`src/rtl/whtp_pkg.sv`:
```
package whtp_pkg;

	localparam int unsigned HeadW = 13;
	localparam int unsigned ErrW = 13;
	localparam int unsigned DerivW = 14;
	localparam int unsigned SumW = 18;
	localparam int unsigned SettleW = 11;
	localparam int unsigned TickW = 17;
	localparam int unsigned DriveW = 8;
	localparam int unsigned CfgDataW = 16;

	localparam int unsigned WrapBias = 8640;
	localparam int unsigned FullTurn = 5760;
	localparam int unsigned HalfTurn = 2880;
	localparam int unsigned IntegWindow = 480;
	localparam int unsigned SumMax = 131071;
	localparam int unsigned SettleSat = 1024;

	localparam logic [15:0] PropGainRst = 16'd422;
	localparam logic [15:0] IntegGainRst = 16'd0;
	localparam logic [15:0] DerivGainRst = 16'd2048;
	localparam logic [15:0] IntegLimitRst = 16'd8000;
	localparam logic [6:0] TopSpeedRst = 7'd127;
	localparam logic [11:0] SettleThreshRst = 12'd16;
	localparam logic [9:0] SettleLimitRst = 10'd50;
	localparam logic [15:0] TimeoutRst = 16'd500;

	typedef enum logic [2:0] {
		RegPropGain = 3'd0,
		RegIntegGain = 3'd1,
		RegDerivGain = 3'd2,
		RegIntegLimit = 3'd3,
		RegTopSpeed = 3'd4,
		RegSettleThresh = 3'd5,
		RegSettleLimit = 3'd6,
		RegTimeout = 3'd7
	} cfg_reg_t;

endpackage

```
`src/rtl/wrapped_heading_turn_pid.sv`:
```
// a result passes the input stage, the second stage and the output register in turn
// throughput: one sample per cycle unless out_ready stalls the output; controller state
// updates as a sample leaves the input stage; the second stage holds the three gain multiplies,
// the sum and the output clamp; reset: gains and limits return to their defaults, controller
// state and counters clear, and all pipeline stages come up empty
module wrapped_heading_turn_pid (
	input  logic                                    clk,
	input  logic                                    arst_n,
	input  logic                                    in_valid,
	output logic                                    in_ready,
	input  logic [whtp_pkg::HeadW-1:0]              target_heading,
	input  logic [whtp_pkg::HeadW-1:0]              measured_heading,
	input  logic                                    start_move,
	output logic                                    out_valid,
	input  logic                                    out_ready,
	output logic signed [whtp_pkg::DriveW-1:0]      left_drive,
	output logic signed [whtp_pkg::DriveW-1:0]      right_drive,
	output logic signed [whtp_pkg::ErrW-1:0]        heading_error,
	output logic                                    done_res,
	input  logic                                    cfg_valid,
	output logic                                    cfg_ready,
	input  logic [2:0]                              cfg_index,
	input  logic [whtp_pkg::CfgDataW-1:0]           cfg_data
);

	logic [15:0] kp_q, ki_q, kd_q, ilim_q, timeout_q;
	logic [6:0] top_q;
	logic [11:0] thresh_q;
	logic [9:0] slimit_q;

	logic signed [whtp_pkg::ErrW-1:0] prev_q;
	logic signed [whtp_pkg::SumW-1:0] sum_q;
	logic [whtp_pkg::SettleW-1:0] settled_q;
	logic [whtp_pkg::TickW-1:0] tick_q;

	logic v_s1;
	logic [whtp_pkg::HeadW-1:0] tgt_s1, meas_s1;
	logic start_s1;

	logic v_s2;
	logic signed [whtp_pkg::ErrW-1:0] err_s2;
	logic signed [whtp_pkg::DerivW-1:0] deriv_s2;
	logic signed [whtp_pkg::SumW-1:0] sum_s2;
	logic done_s2;

	logic out_valid_q, done_q;
	logic signed [whtp_pkg::DriveW-1:0] left_q, right_q;
	logic signed [whtp_pkg::ErrW-1:0] err_q;

	logic out_free, s2_free, s1_move;

	assign cfg_ready = 1'b1;
	assign out_free = !out_valid_q || out_ready;
	assign s2_free = !v_s2 || out_free;
	assign s1_move = v_s1 && s2_free;
	assign in_ready = !v_s1 || s2_free;

	// configuration
	always_ff @(posedge clk or negedge arst_n) begin
		if (!arst_n) begin
			kp_q <= whtp_pkg::PropGainRst;
			ki_q <= whtp_pkg::IntegGainRst;
			kd_q <= whtp_pkg::DerivGainRst;
			ilim_q <= whtp_pkg::IntegLimitRst;
			top_q <= whtp_pkg::TopSpeedRst;
			thresh_q <= whtp_pkg::SettleThreshRst;
			slimit_q <= whtp_pkg::SettleLimitRst;
			timeout_q <= whtp_pkg::TimeoutRst;
		end else if (cfg_valid && cfg_ready) begin
			unique case (whtp_pkg::cfg_reg_t'(cfg_index))
				whtp_pkg::RegPropGain: kp_q <= cfg_data[15:0];
				whtp_pkg::RegIntegGain: ki_q <= cfg_data[15:0];
				whtp_pkg::RegDerivGain: kd_q <= cfg_data[15:0];
				whtp_pkg::RegIntegLimit: ilim_q <= cfg_data[15:0];
				whtp_pkg::RegTopSpeed: top_q <= cfg_data[6:0];
				whtp_pkg::RegSettleThresh: thresh_q <= cfg_data[11:0];
				whtp_pkg::RegSettleLimit: slimit_q <= cfg_data[9:0];
				whtp_pkg::RegTimeout: timeout_q <= cfg_data[15:0];
			endcase
		end
	end

	// input stage
	always_ff @(posedge clk or negedge arst_n) begin
		if (!arst_n) begin
			v_s1 <= 1'b0;
		end else if (in_ready) begin
			v_s1 <= in_valid;
		end
	end

	always_ff @(posedge clk) begin
		if (in_valid && in_ready) begin
			tgt_s1 <= target_heading;
			meas_s1 <= measured_heading;
			start_s1 <= start_move;
		end
	end

	// error wrap, integral and done
	logic [14:0] diff_w;
	logic [12:0] rem_w;
	logic signed [whtp_pkg::ErrW-1:0] err_w, prev_eff;
	logic [11:0] mag_w;
	logic signed [whtp_pkg::DerivW-1:0] deriv_w;
	logic signed [whtp_pkg::SumW:0] sum_base, sum_add, sum_cl, sum_sat, lim_w;
	logic signed [whtp_pkg::SumW-1:0] sum_eff, sum_new;
	logic [whtp_pkg::SettleW-1:0] settled_eff, settled_new;
	logic [whtp_pkg::TickW-1:0] tick_eff, tick_new;
	logic timed_out, done_w;

	always_comb begin
		diff_w = 15'(tgt_s1) - 15'(meas_s1) + 15'(whtp_pkg::WrapBias);
		if (diff_w >= 15'(2 * whtp_pkg::FullTurn)) begin
			rem_w = 13'(diff_w - 15'(2 * whtp_pkg::FullTurn));
		end else if (diff_w >= 15'(whtp_pkg::FullTurn)) begin
			rem_w = 13'(diff_w - 15'(whtp_pkg::FullTurn));
		end else begin
			rem_w = 13'(diff_w);
		end
		err_w = $signed(rem_w - 13'(whtp_pkg::HalfTurn));
		mag_w = err_w[12] ? 12'(-err_w) : 12'(err_w);

		prev_eff = start_s1 ? '0 : prev_q;
		sum_eff = start_s1 ? '0 : sum_q;
		settled_eff = start_s1 ? '0 : settled_q;
		tick_eff = start_s1 ? '0 : tick_q;

		deriv_w = 14'(err_w) - 14'(prev_eff);

		sum_base = 19'(sum_eff);
		sum_add = (mag_w < 12'(whtp_pkg::IntegWindow)) ? sum_base + 19'(err_w) : sum_base;
		lim_w = $signed({3'b000, ilim_q});
		if (err_w > 13'sd0) begin
			sum_cl = (sum_add > lim_w) ? lim_w : sum_add;
		end else begin
			sum_cl = (sum_add < -lim_w) ? -lim_w : sum_add;
		end
		if (sum_cl > 19'sd131071) begin
			sum_sat = 19'(whtp_pkg::SumMax);
		end else if (sum_cl < -19'sd131071) begin
			sum_sat = -19'(whtp_pkg::SumMax);
		end else begin
			sum_sat = sum_cl;
		end
		sum_new = sum_sat[whtp_pkg::SumW-1:0];

		timed_out = tick_eff > {1'b0, timeout_q};
		tick_new = (&tick_eff) ? tick_eff : tick_eff + 1'b1;
		if (mag_w < thresh_q && settled_eff < 11'(whtp_pkg::SettleSat)) begin
			settled_new = settled_eff + 1'b1;
		end else begin
			settled_new = settled_eff;
		end
		done_w = timed_out || (settled_new > {1'b0, slimit_q});
	end

	always_ff @(posedge clk or negedge arst_n) begin
		if (!arst_n) begin
			prev_q <= '0;
			sum_q <= '0;
			settled_q <= '0;
			tick_q <= '0;
			v_s2 <= 1'b0;
		end else begin
			if (s1_move) begin
				prev_q <= err_w;
				sum_q <= sum_new;
				settled_q <= settled_new;
				tick_q <= tick_new;
			end
			if (s2_free) begin
				v_s2 <= v_s1;
			end
		end
	end

	always_ff @(posedge clk) begin
		if (s1_move) begin
			err_s2 <= err_w;
			deriv_s2 <= deriv_w;
			sum_s2 <= sum_new;
			done_s2 <= done_w;
		end
	end

	// gain products, scaling and clamp
	logic signed [29:0] p_prod;
	logic signed [30:0] d_prod;
	logic signed [34:0] i_prod;
	logic signed [35:0] acc_w, acc_adj;
	logic signed [23:0] quot_w, top_w;
	logic signed [whtp_pkg::DriveW-1:0] speed_w;

	always_comb begin
		p_prod = err_s2 * $signed({1'b0, kp_q});
		d_prod = deriv_s2 * $signed({1'b0, kd_q});
		i_prod = sum_s2 * $signed({1'b0, ki_q});
		acc_w = 36'(p_prod) + 36'(d_prod) + 36'(i_prod);
		acc_adj = acc_w[35] ? acc_w + 36'sd4095 : acc_w;
		quot_w = acc_adj[35:12];
		top_w = $signed({17'b0, top_q});
		if (quot_w > top_w) begin
			speed_w = 8'(top_w);
		end else if (quot_w < -top_w) begin
			speed_w = 8'(-top_w);
		end else begin
			speed_w = 8'(quot_w);
		end
	end

	always_ff @(posedge clk or negedge arst_n) begin
		if (!arst_n) begin
			out_valid_q <= 1'b0;
		end else if (out_free) begin
			out_valid_q <= v_s2;
		end
	end

	always_ff @(posedge clk) begin
		if (v_s2 && out_free) begin
			left_q <= speed_w;
			right_q <= -speed_w;
			err_q <= err_s2;
			done_q <= done_s2;
		end
	end

	assign out_valid = out_valid_q;
	assign left_drive = left_q;
	assign right_drive = right_q;
	assign heading_error = err_q;
	assign done_res = done_q;

endmodule

```
`config.mk`:
```
export PLATFORM = sky130hd
export DESIGN_NAME = wrapped_heading_turn_pid
export DESIGN_NICKNAME = d
export VERILOG_FILES = /design/src/rtl/whtp_pkg.sv /design/src/rtl/wrapped_heading_turn_pid.sv
export SDC_FILE = /design/constraint.sdc
export NUM_CORES = 2
export LEC_CHECK = 0
export BUFFER_PORTS_ARGS = -buffer_cell sky130_fd_sc_hd__buf_4
export CAP_MARGIN = 5
export CELL_PAD_IN_SITES_DETAIL_PLACEMENT = 1
export CELL_PAD_IN_SITES_GLOBAL_PLACEMENT = 1
export CORE_MARGIN = 3
export CORE_UTILIZATION = 56
export DETAILED_ROUTE_END_ITERATION = 10
export GPL_ROUTABILITY_DRIVEN = 0
export GPL_TIMING_DRIVEN = 0
export HOLD_SLACK_MARGIN = 0.02
export PLACE_DENSITY_LB_ADDON = 0.1
export SYNTH_ARGS = -nofsm -noshare
export SYNTH_HDL_FRONTEND = slang
export SYNTH_SLANG_ARGS = --single-unit
```
`constraint.sdc`:
```
create_clock -name clk -period 35.2 [get_ports clk]
set_input_delay 7.04 -clock clk [delete_from_list [all_inputs] [get_ports clk]]
set_output_delay 7.04 -clock clk [all_outputs]
set_load 0.02 [all_outputs]
```
# Word level (Yosys, flattened, before mapping)
# Cells that the tools add are included.
# W data, S select, Z words.
classes:
  mux: 18
  magnitude_cmp: 14
  multipliers: 3
  n_reduce_logical: 21
  eq_ne: 7
  n_addsub: 16
op_table:
  columns: ["operator", "n"]
  rows:
  - ["$mux W19", 4]
  - ["$mux W18", 3]
  - ["$mux W13", 3]
  - ["$add A32 B35 Y36", 1]
  - ["$add A36 B13 Y36 const B", 1]
  - ["$mux W36", 1]
  - ["$mul A18 B17 Y35", 1]
  - ["$mux W17", 2]
  - ["$add A30 B31 Y32", 1]
  - ["$mul A14 B17 Y31", 1]
  - ["$mul A13 B17 Y30", 1]
  - ["$sub A13 B13 Y14", 2]
  - ["$sub A13 B12 Y13 const B", 2]
  - ["$gt A24 B8 Y1", 1]
  - ["$lt A24 B24 Y1", 1]
  - ["$neg A7 Y24", 1]
  - ["$mux W11", 2]
  - ["$add A18 B13 Y19", 1]
  - ["$gt A19 B17 Y1", 1]
  - ["$gt A19 B18 Y1 const B", 1]
  - ["$lt A19 B18 Y1 const B", 1]
  - ["$lt A19 B19 Y1", 1]
  - ["$neg A16 Y19", 1]
  - ["$add A17 B1 Y17 const B", 1]
  - ["24 further kinds", 44]
word_totals:
  input_bits: 51
  regBits: 274
  elab_cells: 105

# Logic depth before layout (Yosys ltp)
depth:
  depth_word: 16
  depth_mapped: 61

# Worst setup path after synthesis
# Ideal clock, no wire load.
synth_timing:
  path_type: "input to output"
  from: "input out_ready"
  to: "output in_ready"
  stages: 2
  path_buffers: 0
  t_arrival_ns: 7.391
  slack_ns: 20.769
  required_time_ns: 28.160
  path_cell_list: "nor2b_1 nand3_1"
synth_between:
  elab_chain_cells: 3
synth_lines:
  columns: ["item", "line_no", "text"]
  rows:
  - ["start: declaration", "wrapped_heading_turn_pid.sv:15", "input logic out_ready,"]
  - ["$logic_or A1 B1 Y1", "wrapped_heading_turn_pid.sv:53", "assign out_free = !out_valid_q || out_ready;"]
  - ["$logic_or A1 B1 Y1", "wrapped_heading_turn_pid.sv:54", "assign s2_free = !v_s2 || out_free;"]
  - ["$logic_or A1 B1 Y1", "wrapped_heading_turn_pid.sv:56", "assign in_ready = !v_s1 || s2_free;"]
  - ["end: declaration", "wrapped_heading_turn_pid.sv:10", "output logic in_ready,"]
# Every way passes these cells.

# Final worst setup path
layout_timing:
  from: "register sum_s2[12] (netlist bit)"
  to: "register right_q (netlist bit right_drive[6]), data pin"
layout_between:
  elab_chain_cells: 8
  word_cells_on_any_way: 9
  cone_classes: "add/sub (3); mul (1); order compare (2); mux (3)"
layout_lines:
  columns: ["item", "line_no", "text"]
  rows:
  - ["start: declaration", "wrapped_heading_turn_pid.sv:43", "logic signed [whtp_pkg::SumW-1:0] sum_s2;"]
  - ["start signal: assignment", "wrapped_heading_turn_pid.sv:182", "sum_s2 <= sum_new;"]
  - ["$mul A18 B17 Y35 *", "wrapped_heading_turn_pid.sv:198", "i_prod = sum_s2 * $signed({1'b0, ki_q});"]
  - ["$add A32 B35 Y36 *", "wrapped_heading_turn_pid.sv:199", "acc_w = 36'(p_prod) + 36'(d_prod) + 36'(i_prod);"]
  - ["$add A36 B13 Y36", "wrapped_heading_turn_pid.sv:200", "acc_adj = acc_w[35] ? acc_w + 36'sd4095 : acc_w;"]
  - ["$mux W36 *", "wrapped_heading_turn_pid.sv:200", null]
  - ["$lt A24 B24 Y1", "wrapped_heading_turn_pid.sv:205", "end else if (quot_w < -top_w) begin"]
  - ["$mux W8", "wrapped_heading_turn_pid.sv:205", null]
  - ["$mux W8 *", "wrapped_heading_turn_pid.sv:203", "if (quot_w > top_w) begin"]
  - ["$neg A8 Y8 *", "wrapped_heading_turn_pid.sv:223", "right_q <= -speed_w;"]
  - ["end signal: assignment", "wrapped_heading_turn_pid.sv:223", null]
  - ["end: declaration", "wrapped_heading_turn_pid.sv:47", "logic signed [whtp_pkg::DriveW-1:0] left_q, right_q;"]
# Mark *: on every way between the ends. The rest lies on a longest branch, timed or not.
# A chain may end at the register's enable or synchronous reset.

==> summary.txt <==
Min path
  – Min-Delay Startpoint: done_s2
  – Worst Hold Class: register to register

Clock network
  – Root Buffer: clkbuf_16
  – Clock Tree Buf Depth: 3
  – CTS resizes: 0
  – TritonCTS Buffers: 36
  – CTS Hold Buffers Added: 0
  – Clock Sinks: 273
  – Clk pin slew, worst setup/hold paths: 0.06 ns
  – Post-CTS Setup Inserts: 0
  – H-tree lvl count: 2
  – CTS tree: done
  – Clock Latency Late Sink: 0.58 ns

STA
  – Sum of negative setup slack: 0 ns
  – Final Hold Viols: 0
  – Max Clock Skew: 0.0376 ns
  – Slew HR: 0.230
  – RSZ-0062 raised after global routing: no
  – Max-slew violations: 0
  – Least-Margin Pin Slew: 1.13 ns
  – Min cycle time layout: 15.79 ns
  – Final Setup Violations: 0
  – Maximum clock rate: 0.0633 GHz
  – Fin crit share: 0.449

Synthesis
  – Post-Syn Nets: 5915
  – Synth warnings: 0
  – Ys async rst share: 0.626
  – Main synth FF type: dfrtp_1
  – Register bit total from synthesis: 273
  – Post-synthesis area per instance: 9.49 um^2
  – Cells after synthesis: 4714
  – Mapped Area: 44800 um^2
  – Distinct cells, synth: 108
  – EDFF count, synth: 102
  – Sequential share of the synthesized area: 0.165

Drt
  – Routed len/inst: 26.2 um
  – Initial DRC Count: 2261
  – Routed Antenna Nets: 0
  – DRC errors left: 0
  – Vias per inst: 5.89
  – Drt first pass iters: 5
  – DR vias: 34.9k
  – Final wirelength: 155 mm

Die
  – Die Y: 289 um
  – CORE AREA: 79100 um^2
  – Total die area: 83400 um^2
  – # IOs: 84
  – Initial Util: 0.566
  – Die width: 289 um
  – Cell row count: 103

Global route
  – GRT Total Usage: 0.380
  – Initial antenna violation count: 15
  – GRT overflow: 0
  – Vias in the first global route: 39.0k
  – First-pass GRT wire length: 235 mm
  – Largest net degree at the start of global routing: 101

Final layout
  – Layout cells sized above 1: 0.0748
  – Fin nets: 6037
  – Layout Area Growth over Synthesis: 7.31%

Setup path
  – Setup crit start: sum_s2[12]
  – Critical path arrival: 16.10 ns
  – CP Data Required Time: 35.51 ns
  – Crit Path Class: register to register
  – Most frequent CP cell: fa_1
  – CP Capture Type: register
  – Worst Setup Start Kind: register
  – Crit-path max cell delay: 1.02 ns
  – Slowest CP cell: a2111oi_0
  – Reg-to-reg startpoint: sum_s2[12]
  – Crit path max fanout: 10

Place
  – Dpl hpwl: 129 mm
  – Number of port buffers: 80

Status
  – Outcome: finished clean

Run
  – Max-cap viol count: 0
[worst paths after layout]
check	endpoint	slack (ns)	depth (start not counted)
max	right_drive[6]	19.41	54
min	done_res	0.43	0
min reg2reg	done_res	0.43	0
max in group asynchronous	timeout_q[7]	27.69	2
min in group asynchronous	thresh_q[5]	6.50	1
max reg2reg	right_drive[6]	19.41	54
[cells in the final DEF, fill, tap and decap left out, drive strengths merged, types with 16 or more instances in the layout]
cell type,synthesis,final
inv,988,990
fa,733,733
nand2,529,529
ha,417,417
and2,400,400
clkbuf,140,188
dfrtp,142,142
mux2,123,123
nor2,121,121
o21ai,118,118
a21oi,114,114
buf,28,112
edfxtp,102,102
xnor2,102,102
nor2b,64,64
nor3,48,48
nand2b,47,47
xor2,47,47
nand3,46,46
a21o,42,42
nand4,30,30
dfstp,29,29
o21a,25,25
a211oi,24,24
mux2i,23,23
and3,22,22
nor4,16,16
[layer usage]
layer / up-vias / part of all wire / global-route usage
met5: - / 0.00032 / 0
met1: 18000 / 0.38 / 0.459
met2: 1345 / 0.47 / 0.624
li1: 15000 / - / -
met4: 8 / 0.084 / 0.260
met3: 556 / 0.067 / 0.0647
[cells by family after synthesis]
group                    Yosys count  share of synthesized area
other                              1                  0.0000838
buffers and inverters           1156                     0.0987
flip-flops                       273                      0.165
XOR/XNOR                         149                     0.0301
adder cells (fa/ha/maj)         1156                      0.446
multiplexers                     146                     0.0363
AO/OA/AOI/OAI                    459                     0.0688
AND/OR/NAND/NOR                 1374                      0.155
[Yosys cell counts (all sizes together), types with 48 or more instances]
library cell	count	area, um^2
o21ai	118	594
xnor2	102	916
and2	400	2500
mux2	123	1390
inv	988	3710
clkbuf	140	526
ha	417	5220
a21oi	114	574
nand2	529	1990
nor2	121	457
nor3	48	257
dfrtp	142	3550
edfxtp	102	3060
fa	733	14700
nor2b	64	400
[critical path, delay by kind of cell (launching register included)]
kind,cells,cell delay (ns)
adders and majority gates,13,6.22
AOI/OAI and AO/OA,19,4.62
buffers and inverters,9,1.39
xor gates and xnor gates,3,1.26
and+or+nand+nor,9,1.24
DFF,1,0.58
muxes,1,0.20
[per-stage QoR]
step                      cells  area (um^2)  setup WS (ns)  utilization  hold slack [ns]
final                      5923        48000          19.41        0.607            0.433
after global routing       5915        48000          18.36        0.607            0.453
after CTS                  5914        48000          19.53        0.607            0.440
after detailed placement   5848        46800          19.59        0.591            0.424
after global placement     5844        46700          19.83        0.590            0.409
after floorplan            4714        44800          20.77            -            0.400
[sequential cells by signal, summed over array words and instances (netlist names), 7 cells and up]
| register | cells |
|---|---|
| err_s2 | 13 |
| left_drive | 8 |
| slimit_q | 10 |
| settled_q | 11 |
| timeout_q | 16 |
| ilim_q | 16 |
| heading_error | 13 |
| sum_q | 18 |
| deriv_s2 | 14 |
| sum_s2 | 18 |
| tick_q | 17 |
| right_drive | 7 |
| ki_q | 16 |
| prev_q | 13 |
| tgt_s1 | 13 |
| kd_q | 16 |
| top_q | 7 |
| thresh_q | 12 |
| kp_q | 16 |
| meas_s1 | 13 |
[final cells by class]
cell class                 count  area, um^2
multi-input combinational   3285       33000
fill                        9068       31100
sequential                   273        7380
inverter                     988        3710
tap                         1050        1310
clock buffer                  48         987
buffer                       168         707
timing repair buffer          84         682
clock inverter                18         255
antenna                        9        22.5
Power is not shown: default switching activity piles up to over one toggle a cycle in this logic, so the estimate is an artifact.
